### src/hdl/sfe_pkg.sv
// ----------------------------------------------------------------------------
// sfe_pkg
// shared types and constants of the stereo slice fade envelope
// ----------------------------------------------------------------------------
package sfe_pkg;

    localparam int SAMPLE_BITS_DEF      = 24;
    localparam int FRAME_COUNT_BITS_DEF = 24;
    localparam int CFG_ADDR_BITS        = 1;

    localparam logic [CFG_ADDR_BITS-1:0] REG_SLICE_FRAMES = 1'd0;
    localparam logic [CFG_ADDR_BITS-1:0] REG_FADE_LEN     = 1'd1;

    typedef struct packed {
        logic last;
        logic fade;
    } sfe_flags_t;

    typedef enum logic [1:0] {
        ST_IDLE,
        ST_MUL,
        ST_DIV,
        ST_DONE
    } sfe_state_t;

endpackage

### src/hdl/stereo_slice_fade_envelope_core.sv
// ----------------------------------------------------------------------------
// stereo_slice_fade_envelope_core
// linear fade-in and fade-out over a slice of stereo frames
// a faded frame is captured from the queue, multiplied, then divided by the
// one-bit-per-cycle divider of the scaling unit; a passed frame goes from capture
// straight to output. The scaling unit takes no new frame until the output has
// accepted the last one; a two-entry queue absorbs bursts
// reset: asynchronous active low, configuration registers and frame counter cleared, queue empty
// ----------------------------------------------------------------------------
module stereo_slice_fade_envelope_core #(
    parameter int SAMPLE_BITS      = sfe_pkg::SAMPLE_BITS_DEF,
    parameter int FRAME_COUNT_BITS = sfe_pkg::FRAME_COUNT_BITS_DEF,
    localparam int DATA_BITS       = ((2 * SAMPLE_BITS + 7) / 8) * 8
) (
    input  logic                              clk,
    input  logic                              rst_n,
    input  logic                              cfg_we,
    input  logic [sfe_pkg::CFG_ADDR_BITS-1:0] cfg_addr,
    input  logic [FRAME_COUNT_BITS-1:0]       cfg_wdata,
    input  logic                              s_tvalid,
    output logic                              s_tready,
    input  logic [DATA_BITS-1:0]              s_tdata,  // left_in, right_in
    output logic                              m_tvalid,
    input  logic                              m_tready,
    output logic [DATA_BITS-1:0]              m_tdata,  // left_out, right_out
    output logic                              m_tlast
);
    import sfe_pkg::*;

    localparam int S = SAMPLE_BITS;
    localparam int F = FRAME_COUNT_BITS;
    localparam int W = 2 * S + 2 * F + 2;

    logic         push;
    logic         full;
    logic [S-1:0] f_left;
    logic [S-1:0] f_right;
    logic [F-1:0] f_num;
    logic [F-1:0] f_den;
    sfe_flags_t   f_flags;
    logic [W-1:0] wr_data;
    logic [W-1:0] rd_data;
    logic         q_valid;
    logic         q_pop;
    sfe_flags_t   b_flags;
    logic [S-1:0] left_out;
    logic [S-1:0] right_out;

    sfe_front #(
        .SAMPLE_BITS      (S),
        .FRAME_COUNT_BITS (F)
    ) u_front (
        .clk       (clk),
        .rst_n     (rst_n),
        .cfg_we    (cfg_we),
        .cfg_addr  (cfg_addr),
        .cfg_wdata (cfg_wdata),
        .in_valid  (s_tvalid),
        .in_ready  (s_tready),
        .left_in   (s_tdata[S-1:0]),
        .right_in  (s_tdata[2*S-1:S]),
        .push      (push),
        .full      (full),
        .left_raw  (f_left),
        .right_raw (f_right),
        .num       (f_num),
        .den       (f_den),
        .flags     (f_flags)
    );

    assign wr_data = {f_flags, f_den, f_num, f_right, f_left};

    sfe_fifo #(
        .WIDTH (W)
    ) u_fifo (
        .clk       (clk),
        .rst_n     (rst_n),
        .push      (push),
        .wr_data   (wr_data),
        .full      (full),
        .pop       (q_pop),
        .not_empty (q_valid),
        .rd_data   (rd_data)
    );

    assign b_flags = rd_data[W-1:W-2];

    sfe_back #(
        .SAMPLE_BITS      (S),
        .FRAME_COUNT_BITS (F)
    ) u_back (
        .clk       (clk),
        .rst_n     (rst_n),
        .in_valid  (q_valid),
        .pop       (q_pop),
        .left_raw  (rd_data[S-1:0]),
        .right_raw (rd_data[2*S-1:S]),
        .num       (rd_data[2*S+F-1:2*S]),
        .den       (rd_data[2*S+2*F-1:2*S+F]),
        .flags     (b_flags),
        .out_valid (m_tvalid),
        .out_ready (m_tready),
        .left_out  (left_out),
        .right_out (right_out),
        .slice_end (m_tlast)
    );

    assign m_tdata = DATA_BITS'({right_out, left_out});

endmodule

### src/hdl/sfe_front.sv
// ----------------------------------------------------------------------------
// sfe_front
// frame counter and fade classification of each accepted frame
// ----------------------------------------------------------------------------
module sfe_front #(
    parameter int SAMPLE_BITS      = sfe_pkg::SAMPLE_BITS_DEF,
    parameter int FRAME_COUNT_BITS = sfe_pkg::FRAME_COUNT_BITS_DEF
) (
    input  logic                               clk,
    input  logic                               rst_n,
    input  logic                               cfg_we,
    input  logic [sfe_pkg::CFG_ADDR_BITS-1:0]  cfg_addr,
    input  logic [FRAME_COUNT_BITS-1:0]        cfg_wdata,
    input  logic                               in_valid,
    output logic                               in_ready,
    input  logic [SAMPLE_BITS-1:0]             left_in,
    input  logic [SAMPLE_BITS-1:0]             right_in,
    output logic                               push,
    input  logic                               full,
    output logic [SAMPLE_BITS-1:0]             left_raw,
    output logic [SAMPLE_BITS-1:0]             right_raw,
    output logic [FRAME_COUNT_BITS-1:0]        num,
    output logic [FRAME_COUNT_BITS-1:0]        den,
    output sfe_pkg::sfe_flags_t                flags
);
    import sfe_pkg::*;

    localparam int F = FRAME_COUNT_BITS;

    logic [F-1:0] slice_frames_reg;
    logic [F-1:0] fade_len_reg;
    logic [F-1:0] frame_index_reg;
    logic [F-1:0] frame_index_next;

    logic [F-1:0] half;
    logic [F-1:0] n;
    logic         active;
    logic         in_head;
    logic         in_tail;
    logic         last;

    always_ff @(posedge clk or negedge rst_n)
    begin
        if (!rst_n)
        begin
            slice_frames_reg <= '0;
            fade_len_reg     <= '0;
        end
        else if (cfg_we)
        begin
            case (cfg_addr)
                REG_SLICE_FRAMES: slice_frames_reg <= cfg_wdata;
                REG_FADE_LEN:     fade_len_reg     <= cfg_wdata;
                default:
                begin
                end
            endcase
        end
    end

    always_comb
    begin
        half    = slice_frames_reg >> 1;
        n       = (fade_len_reg > half) ? half : fade_len_reg;
        active  = (fade_len_reg != '0) && (slice_frames_reg >= F'(2))
                  && (frame_index_reg < slice_frames_reg);
        in_head = frame_index_reg < n;
        in_tail = frame_index_reg >= (slice_frames_reg - n);
        last    = (slice_frames_reg == '0)
                  || (frame_index_reg >= (slice_frames_reg - F'(1)));
        frame_index_next = last ? '0 : (frame_index_reg + F'(1));
    end

    assign in_ready   = !full;
    assign push       = in_valid && !full;
    assign left_raw   = left_in;
    assign right_raw  = right_in;
    assign num        = in_head ? frame_index_reg : (slice_frames_reg - frame_index_reg);
    assign den        = n;
    assign flags.last = last;
    assign flags.fade = active && (in_head || in_tail);

    always_ff @(posedge clk or negedge rst_n)
    begin
        if (!rst_n)
            frame_index_reg <= '0;
        else if (push)
            frame_index_reg <= frame_index_next;
    end

endmodule

### src/hdl/sfe_fifo.sv
// ----------------------------------------------------------------------------
// sfe_fifo
// two-entry queue between classification and the scaling unit
// ----------------------------------------------------------------------------
module sfe_fifo #(
    parameter int WIDTH = 2
) (
    input  logic             clk,
    input  logic             rst_n,
    input  logic             push,
    input  logic [WIDTH-1:0] wr_data,
    output logic             full,
    input  logic             pop,
    output logic             not_empty,
    output logic [WIDTH-1:0] rd_data
);
    import sfe_pkg::*;

    logic [WIDTH-1:0] mem [2];
    logic             wr_ptr_reg;
    logic             rd_ptr_reg;
    logic [1:0]       count_reg;
    logic             do_pop;

    assign full      = count_reg == 2'd2;
    assign not_empty = count_reg != 2'd0;
    assign do_pop    = pop && not_empty;
    assign rd_data   = mem[rd_ptr_reg];

    always_ff @(posedge clk)
    begin
        if (push)
            mem[wr_ptr_reg] <= wr_data;
    end

    always_ff @(posedge clk or negedge rst_n)
    begin
        if (!rst_n)
        begin
            wr_ptr_reg <= 1'b0;
            rd_ptr_reg <= 1'b0;
            count_reg  <= 2'd0;
        end
        else
        begin
            if (push)
                wr_ptr_reg <= !wr_ptr_reg;
            if (do_pop)
                rd_ptr_reg <= !rd_ptr_reg;
            case ({push, do_pop})
                2'b10:   count_reg <= count_reg + 2'd1;
                2'b01:   count_reg <= count_reg - 2'd1;
                default: count_reg <= count_reg;
            endcase
        end
    end

endmodule

### src/hdl/sfe_back.sv
// ----------------------------------------------------------------------------
// sfe_back
// gain scaling: magnitude times numerator, bit-serial divide by the capped fade length
// ----------------------------------------------------------------------------
module sfe_back #(
    parameter int SAMPLE_BITS      = sfe_pkg::SAMPLE_BITS_DEF,
    parameter int FRAME_COUNT_BITS = sfe_pkg::FRAME_COUNT_BITS_DEF
) (
    input  logic                        clk,
    input  logic                        rst_n,
    input  logic                        in_valid,
    output logic                        pop,
    input  logic [SAMPLE_BITS-1:0]      left_raw,
    input  logic [SAMPLE_BITS-1:0]      right_raw,
    input  logic [FRAME_COUNT_BITS-1:0] num,
    input  logic [FRAME_COUNT_BITS-1:0] den,
    input  sfe_pkg::sfe_flags_t         flags,
    output logic                        out_valid,
    input  logic                        out_ready,
    output logic [SAMPLE_BITS-1:0]      left_out,
    output logic [SAMPLE_BITS-1:0]      right_out,
    output logic                        slice_end
);
    import sfe_pkg::*;

    localparam int S  = SAMPLE_BITS;
    localparam int F  = FRAME_COUNT_BITS;
    localparam int P  = S + F;
    localparam int CW = $clog2(S);

    sfe_state_t state_reg;
    sfe_state_t state_next;

    logic [S-1:0]  left_raw_reg;
    logic [S-1:0]  right_raw_reg;
    logic [F-1:0]  num_reg;
    logic [F-1:0]  den_reg;
    sfe_flags_t    flags_reg;
    logic [F-1:0]  rem_l_reg;
    logic [F-1:0]  rem_r_reg;
    logic [S-1:0]  lo_l_reg;
    logic [S-1:0]  lo_r_reg;
    logic [CW-1:0] cnt_reg;

    logic [S-1:0]  mag_l;
    logic [S-1:0]  mag_r;
    logic [P-1:0]  prod_l;
    logic [P-1:0]  prod_r;
    logic [F:0]    trial_l;
    logic [F:0]    trial_r;
    logic          ge_l;
    logic          ge_r;
    logic [F:0]    diff_l;
    logic [F:0]    diff_r;
    logic          div_done;

    always_comb
    begin
        state_next = state_reg;
        unique case (state_reg)
            ST_IDLE:
                if (in_valid)
                    state_next = flags.fade ? ST_MUL : ST_DONE;
            ST_MUL:
                state_next = ST_DIV;
            ST_DIV:
                if (div_done)
                    state_next = ST_DONE;
            ST_DONE:
                if (out_ready)
                    state_next = ST_IDLE;
            default:
                state_next = ST_IDLE;
        endcase
    end

    always_comb
    begin
        pop       = 1'b0;
        out_valid = 1'b0;
        unique case (state_reg)
            ST_IDLE: pop       = 1'b1;
            ST_DONE: out_valid = 1'b1;
            default:
            begin
            end
        endcase
    end

    always_ff @(posedge clk or negedge rst_n)
    begin
        if (!rst_n)
            state_reg <= ST_IDLE;
        else
            state_reg <= state_next;
    end

    // magnitude of the most negative sample still fits as unsigned
    always_comb
    begin
        mag_l    = left_raw_reg[S-1]  ? (S'(0) - left_raw_reg)  : left_raw_reg;
        mag_r    = right_raw_reg[S-1] ? (S'(0) - right_raw_reg) : right_raw_reg;
        prod_l   = P'(mag_l) * P'(num_reg);
        prod_r   = P'(mag_r) * P'(num_reg);
        trial_l  = {rem_l_reg, lo_l_reg[S-1]};
        trial_r  = {rem_r_reg, lo_r_reg[S-1]};
        ge_l     = trial_l >= {1'b0, den_reg};
        ge_r     = trial_r >= {1'b0, den_reg};
        diff_l   = ge_l ? (trial_l - {1'b0, den_reg}) : trial_l;
        diff_r   = ge_r ? (trial_r - {1'b0, den_reg}) : trial_r;
        div_done = cnt_reg == CW'(S - 1);
    end

    always_ff @(posedge clk)
    begin
        case (state_reg)
            ST_IDLE:
            begin
                if (in_valid)
                begin
                    left_raw_reg  <= left_raw;
                    right_raw_reg <= right_raw;
                    num_reg       <= num;
                    den_reg       <= den;
                    flags_reg     <= flags;
                end
            end
            ST_MUL:
            begin
                // quotient never exceeds the magnitude, so the high part starts below den
                rem_l_reg <= prod_l[P-1:S];
                rem_r_reg <= prod_r[P-1:S];
                lo_l_reg  <= prod_l[S-1:0];
                lo_r_reg  <= prod_r[S-1:0];
                cnt_reg   <= '0;
            end
            ST_DIV:
            begin
                rem_l_reg <= diff_l[F-1:0];
                rem_r_reg <= diff_r[F-1:0];
                lo_l_reg  <= {lo_l_reg[S-2:0], ge_l};
                lo_r_reg  <= {lo_r_reg[S-2:0], ge_r};
                cnt_reg   <= cnt_reg + CW'(1);
            end
            default:
            begin
            end
        endcase
    end

    always_comb
    begin
        if (flags_reg.fade)
        begin
            left_out  = left_raw_reg[S-1]  ? (S'(0) - lo_l_reg) : lo_l_reg;
            right_out = right_raw_reg[S-1] ? (S'(0) - lo_r_reg) : lo_r_reg;
        end
        else
        begin
            left_out  = left_raw_reg;
            right_out = right_raw_reg;
        end
    end

    assign slice_end = flags_reg.last;

endmodule
### config.mk
export PLATFORM = sky130hd
export DESIGN_NAME = stereo_slice_fade_envelope_core
export DESIGN_NICKNAME = d
export VERILOG_FILES = /design/src/hdl/sfe_pkg.sv /design/src/hdl/stereo_slice_fade_envelope_core.sv /design/src/hdl/sfe_front.sv /design/src/hdl/sfe_fifo.sv /design/src/hdl/sfe_back.sv
export SDC_FILE = /design/constraint.sdc
export NUM_CORES = 2
export LEC_CHECK = 0
export BUFFER_PORTS_ARGS = -buffer_cell sky130_fd_sc_hd__buf_4
export CAP_MARGIN = 20
export CORE_MARGIN = 2
export CORE_UTILIZATION = 55
export DETAILED_ROUTE_END_ITERATION = 12
export PLACE_DENSITY = 0.8
export SYNTH_ARGS = -nofsm -noshare
export SYNTH_HDL_FRONTEND = slang
export SYNTH_SLANG_ARGS = --single-unit
### constraint.sdc
create_clock -name clk -period 20.2 [get_ports clk]
set_clock_uncertainty 0.15 [all_clocks]
set_input_delay 4.04 -clock clk [delete_from_list [all_inputs] [get_ports clk]]
set_output_delay 4.04 -clock clk [all_outputs]
set_load 0.02 [all_outputs]
# ---- Yosys cells after proc, flatten, opt, wreduce, memory -nomap -nowiden
# Memories as Yosys holds them, arrays and structs flattened.
# Cells that the tools add are included.
dict set report word_totals {
  regBits 277
  mem_bits_rw 196
  input_bits 78
  output_inout_bits 51
  word_cells 99
  n_memories 1
}
# memory depth word_bits rd rd_ports_with_merged_regs write_ports line_no
set memory_table {}
lappend memory_table {u_fifo.mem 2 98 1 0 1 sfe_fifo.sv:19} ;# logic [WIDTH-1:0] mem [2];
dict set report op_classes {
  addsub 13
  mul 2
  order_cmp 8
  eq_ne 10
  muxes 26
  bitwise_logic 1
  n_reduce_logical 20
}
# operator count
set ops {}
lappend ops {{2-to-1 mux 24 bit} 11}
lappend ops {{one-hot mux 24 bit (2 select lines)} 4}
lappend ops {{multiplier 24 x 24 -> 48 bit} 2}
lappend ops {{subtractor 1 x 24 -> 24 bit (first input constant)} 4}
lappend ops {{subtractor 24 bit} 4}
lappend ops {{greater-or-equal comparator 25 x 24 -> 1 bit} 2}
lappend ops {{greater-or-equal comparator 24 bit} 2}
lappend ops {{less-than comparator 24 bit} 2}
lappend ops {{adder 24 x 1 -> 24 bit (second input constant)} 1}
lappend ops {{greater-or-equal comparator 24 x 2 -> 1 bit (second input constant)} 1}
lappend ops {{> comparator 24 x 23 -> 1 bit} 1}
lappend ops {{zero test 24 bit} 1}
lappend ops {{nonzero test 24 bit} 1}
lappend ops {{subtractor 24 x 1 -> 24 bit (second input constant)} 1}
lappend ops {{one-hot mux 5 bit (2 select lines)} 1}
lappend ops {{equality test 2 bit (second input constant)} 4}
lappend ops {{2-to-1 mux 2 bit} 4}
lappend ops {{one-hot mux 2 bit (4 select lines)} 1}
lappend ops {{AND reduction 2 bit} 3}
lappend ops {{nonzero test 2 bit} 3}
lappend ops {{adder 5 x 1 -> 5 bit (second input constant)} 1}
lappend ops {{equality test 5 bit (second input constant)} 1}
lappend ops {{logical AND 1 bit} 5}
lappend ops {{equality test 2 x 1 -> 1 bit (second input constant)} 2}
lappend ops {{11 further kinds} 18}

# ---- Longest topological paths before layout
dict set report depth {
  depth_word 6
  ltp_mapped 34
  ltp_nobuf 32
}

# ---- Cells and area by module
# A second synthesis with hierarchy kept.
dict set report hier_totals {
  cells_unflattened 7051
  area_unflattened_um2 67427.2
}
# mod n_inst cells_per_inst area_each_um2 seq_area_each_um2
set modules_own_cells {}
lappend modules_own_cells {sfe_back 1 5602 51021.4 6025.8}
lappend modules_own_cells {sfe_front 1 1127 9112.5 1801.7}
lappend modules_own_cells {sfe_fifo 1 322 7293.2 5985.7}

# ---- Worst setup path after synthesis
# No wires, ideal clock.
dict set report synth_timing {
  path_kind {input port to flip-flop}
  startpoint {input port s_tvalid}
  endpoint {memory u_fifo.mem[0][0] (netlist name), enable pin}
  setup_time_ns 0.556
  t_arrival_ns 8.575
  t_required_ns 19.494
  slack_ns 10.919
  stages 3
  path_buffers 0
  cell_sequence {and2_0 clkinv_1 nor2_1}
}
dict set report synth_between {
  elab_chain_len 3
}
# item line_no
set synth_lines {}
lappend synth_lines {{start, declared} stereo_slice_fade_envelope_core.sv:20} ;# input logic s_tvalid,
lappend synth_lines {{logical AND 1 bit} sfe_front.sv:75} ;# assign push = in_valid && !full;
lappend synth_lines {{2-to-1 mux 1 bit} sfe_fifo.sv:32} ;# if (push)
lappend synth_lines {{2-to-1 mux 1 bit (implied by the code)} sfe_fifo.sv:33} ;# mem[wr_ptr_reg] <= wr_data;
lappend synth_lines {{end, declared} sfe_fifo.sv:19}
# Every way passes these cells.

# ---- Worst setup path in the final report
dict set report layout_timing {
  startpoint {register u_back.right_raw_reg[4]}
  endpoint {register u_back.rem_r_reg[19], data pin}
}
dict set report layout_between {
  elab_chain_len 4
}
# item line_no
set layout_lines {}
lappend layout_lines {{start, declared} sfe_back.sv:35} ;# logic [S-1:0] right_raw_reg;
lappend layout_lines {{start signal, assigned} sfe_back.sv:122} ;# right_raw_reg <= right_raw;
lappend layout_lines {{subtractor 1 x 24 -> 24 bit} sfe_back.sv:102} ;# mag_r = right_raw_reg[S-1] ? (S'(0) - right_raw_reg) : right_raw_reg;
lappend layout_lines {{2-to-1 mux 24 bit *} sfe_back.sv:102}
lappend layout_lines {{multiplier 24 x 24 -> 48 bit *} sfe_back.sv:104} ;# prod_r = P'(mag_r) * P'(num_reg);
lappend layout_lines {{one-hot mux 24 bit (2 select lines) *} sfe_back.sv:116} ;# case (state_reg)
lappend layout_lines {{end signal, assigned} sfe_back.sv:132} ;# rem_r_reg <= prod_r[P-1:S];
lappend layout_lines {{end signal, assigned} sfe_back.sv:140} ;# rem_r_reg <= diff_r[F-1:0];
lappend layout_lines {{end, declared} sfe_back.sv:40} ;# logic [F-1:0] rem_r_reg;
# Every way passes the cells marked *; elsewhere a longest branch is shown, timed or not.
# A chain may end at the register's enable or synchronous reset.

==> reports/summary.json <==
{
  "setup_path": {
    "rrSetupSlack_ns": 9.81,
    "worst_r2r_startpoint": "u_back.right_raw_reg[4]",
    "worst_ep_required_time_ns": 20.40,
    "crit-reg2reg-capture": "u_back.rem_r_reg[19]",
    "endpoint_kind": "flop",
    "worstPathArrival_ns": 10.59,
    "worst_path_largest_cell_delay_ns": 0.75,
    "path_max_fanout": 24,
    "worst-setup-path-type": "flop to flop",
    "critical-path-slowest-cell": "sky130_fd_sc_hd__o21ai_0",
    "critical_path.n_buffers_inverters": 4,
    "cell_class_contributing_the_biggest_share_of_worst_path_delay": "adder cells",
    "crit_path_frequent_cell": "sky130_fd_sc_hd__fa_1",
    "ff2ff_path_depth": 30,
    "start_kind": "flop"
  },
  "die": {
    "placementRows": 126,
    "dieWidth_um": 350.0,
    "core_area_um2": 118400,
    "dieArea_um2": 122500,
    "initial_utilization_pct": 55.62,
    "design.portCount": 129,
    "die_height_um": 350.0
  },
  "yosys": {
    "dominantRegCellSynth": "sky130_fd_sc_hd__edfxtp_1",
    "post_synth.cell_area_avg_um2": 9.671,
    "synth.lib_cells_used.distinct": 84,
    "synth.yosys.seq_area_share_pct": 20.98,
    "ys_top_cells_by_count": "1,229 x sky130_fd_sc_hd__inv_1, 968 x sky130_fd_sc_hd__fa_1, 722 x sky130_fd_sc_hd__nand2_1",
    "post_synth_main_area_contributors": "sky130_fd_sc_hd__fa_1 29%, sky130_fd_sc_hd__edfxtp_1 18%, sky130_fd_sc_hd__ha_1 10%",
    "synth.yosys.warnings": 0,
    "yosysTopAreaCellShare_pct": 29.43,
    "synthMostInstantiatedCell": "sky130_fd_sc_hd__inv_1",
    "syn-instance-count": 6809,
    "mappedNetlistArea_um2": 65850,
    "synth_area_leader_cell": "sky130_fd_sc_hd__fa_1",
    "ys_seq_elements": 473,
    "synth-edff-count": 395,
    "async_flop_share_pct": 16.49
  },
  "timing": {
    "slew-limit-headroom_pct": 26.60,
    "final-max-slew-violation-count": 0,
    "finalCriticalPeriod_ns": 10.39,
    "post-route-period-util_pct": 51.41,
    "timing.final.hold_violations": 0,
    "setup_total_negative_slack_ns": 0,
    "setup-violations-final": 0,
    "timing.fmax_ghz": 0.09629,
    "slew_of_the_pin_with_the_lowest_slew_margin_ns": 1.091,
    "setup_ws_ns": 9.815,
    "rsz0062_at_grt": "no"
  },
  "clock_tree": {
    "postCtsSetupBuffers": 0,
    "ctsHtreeMaxLevel": 2,
    "cts-root-buf": "sky130_fd_sc_hd__clkbuf_16",
    "max-clock-path-buffers": 3,
    "cts_tree": "yes",
    "clkSinkCount": 473,
    "cts_inserted_buffers": 47,
    "insertion_delay_ns": 0.61,
    "cts_hold_repair.buffers": 0,
    "post_cts.resized_instances": 0,
    "clkSlewWorstSetupHoldPaths_ns": 0.07
  },
  "placement": {
    "place_ws_ns": 9.999,
    "placed_area_um2": 68870,
    "dp.final_hpwl_mm": 130.0,
    "gp_congestion": 0.9203,
    "port-buffer-count": 128
  },
  "global_routing": {
    "globalRouteOverflowTotal": 0,
    "grt_max_degree": 83,
    "grt.total_usage_pct": 28.89,
    "grt_pass1_vias": 51490,
    "number_of_antenna_violations_at_the_first_check_in_global_routing": 8,
    "global_route_wire_length_before_repair_mm": 278.2
  },
  "finish": {
    "fillerInstances": 9580,
    "area_delta_synth_final_pct": 7.058,
    "num-nets-final": 8348,
    "final_area_um2": 70500,
    "top_register": "u_fifo.mem",
    "num_antenna_cells": 0,
    "largest_register_ffs": 196,
    "drive_above_1_share_pct": 7.893,
    "post-route-util_pct": 59.55
  },
  "drt": {
    "viasPerCell": 5.780,
    "wl_mm": 172.8,
    "count_of_tritonroute_iterations_in_the_first_routing_pass": 5,
    "detailedRoute.firstIterationViolations": 4113,
    "drt-wirelength-per-cell_um": 20.60,
    "route.detailed.drc": 0,
    "ant_nets": 0,
    "route.vias.total": 48504
  },
  "min_path": {
    "number_of_stages_on_the_worst_hold_path": 1,
    "min-delay-path-class": "flop to flop",
    "min-delay-start": "u_fifo.count_reg[1]",
    "worst_hold_path.endpoint": "u_fifo.count_reg[1]"
  },
  "outcome": {
    "status": "finished, final reports clean"
  },
  "run": {
    "reported_max_cap_violation_count": 0
  }
}
==> worst reg2reg max path: cells and delay by family, from the launching register on <==
family | cells | cell delay (ns)
AO/OA/AOI/OAI | 8 | 2.94
XOR/XNOR | 2 | 0.33
adder cells (fa/ha/maj) | 8 | 4.00
buffers and inverters | 4 | 0.49
flip-flops | 1 | 0.46
multiplexers | 1 | 0.09
AND/OR/NAND/NOR | 7 | 1.67
==> worst max-delay path by stage <==
stage,from,to,slack [ns],depth (start not counted)
6_report,u_back.right_raw_reg[4],u_back.rem_r_reg[19],9.81,30
4_1_cts,u_back.right_raw_reg[4],u_back.rem_r_reg[19],9.92,30
3_5_place_dp,u_back.right_raw_reg[4],u_back.rem_r_reg[19],10.0,30
5_1_grt,u_back.right_raw_reg[4],u_back.rem_r_reg[19],9.23,30
2_1_floorplan,s_tvalid,u_fifo.mem[0][0],10.92,3
3_3_place_gp,u_back.right_raw_reg[4],u_back.rem_r_reg[19],10.16,30
==> logic make-up after synthesis <==
logic type	Yosys count	synth area share [%]
AOI/OAI and AO/OA	800	7.644
other	2	0.01140
muxes	237	3.887
xor gates and xnor gates	295	3.923
buffers and inverters	1552	8.871
and+or+nand+nor	1933	14.83
DFF	473	20.98
adders and majority gates	1517	39.86
==> cell type report <==
class | instances | area [um^2] | area share [%]
clock buffer | 55 | 1226 | 1.739
tap | 1600 | 2002 | 2.840
inverter | 1230 | 4617 | 6.549
clock inverter | 32 | 407.9 | 0.5786
timing repair buffer | 216 | 1642 | 2.328
multi-input combinational | 4785 | 46790 | 66.37
sequential | 473 | 13820 | 19.60
==> per-stage QoR <==
step	hold slack [ns]	std cells
after floorplan	0.3108	6810
after global placement	0.3327	8303
after detailed placement	0.3622	8304
after CTS	0.3725	8391
after global routing	0.4008	8391
final	0.3703	8391
==> cell usage in the layout, fill, tap and decap left out, drive strengths merged, types with 11 or more instances in the layout <==
| cell type | count |
|---|---|
| buf | 216 |
| o21bai | 19 |
| dfrtp | 78 |
| and4 | 14 |
| or4 | 11 |
| clkbuf | 55 |
| nor2b | 24 |
| mux2i | 87 |
| nor3 | 58 |
| mux2 | 150 |
| o41ai | 16 |
| edfxtp | 395 |
| and3 | 20 |
| o211ai | 30 |
| nor4 | 23 |
| xor2 | 133 |
| a21oi | 238 |
| a21o | 101 |
| nor2 | 205 |
| o21a | 21 |
| a31oi | 22 |
| clkinv | 12 |
| xnor2 | 162 |
| o21ai | 205 |
| nand2b | 35 |
| and2 | 669 |
| a211oi | 19 |
| o31ai | 34 |
| or3 | 25 |
| inv | 1235 |
| nand2 | 722 |
| fa | 968 |
| a2111oi | 13 |
| nand4 | 49 |
| ha | 549 |
| nand3 | 54 |
==> layer usage <==
layer	vias up	track usage, %	share of wire [%]
met3	494	5.280	8.5
met4	8	11.53	4.5
met2	2103	48.77	48
met1	24328	36.87	39
met5	-	0	0.029
li1	21571	-	-
Power is left out: the tool's default activity adds up to more than one toggle a clock period on the data nets, which glitch-free logic cannot reach.
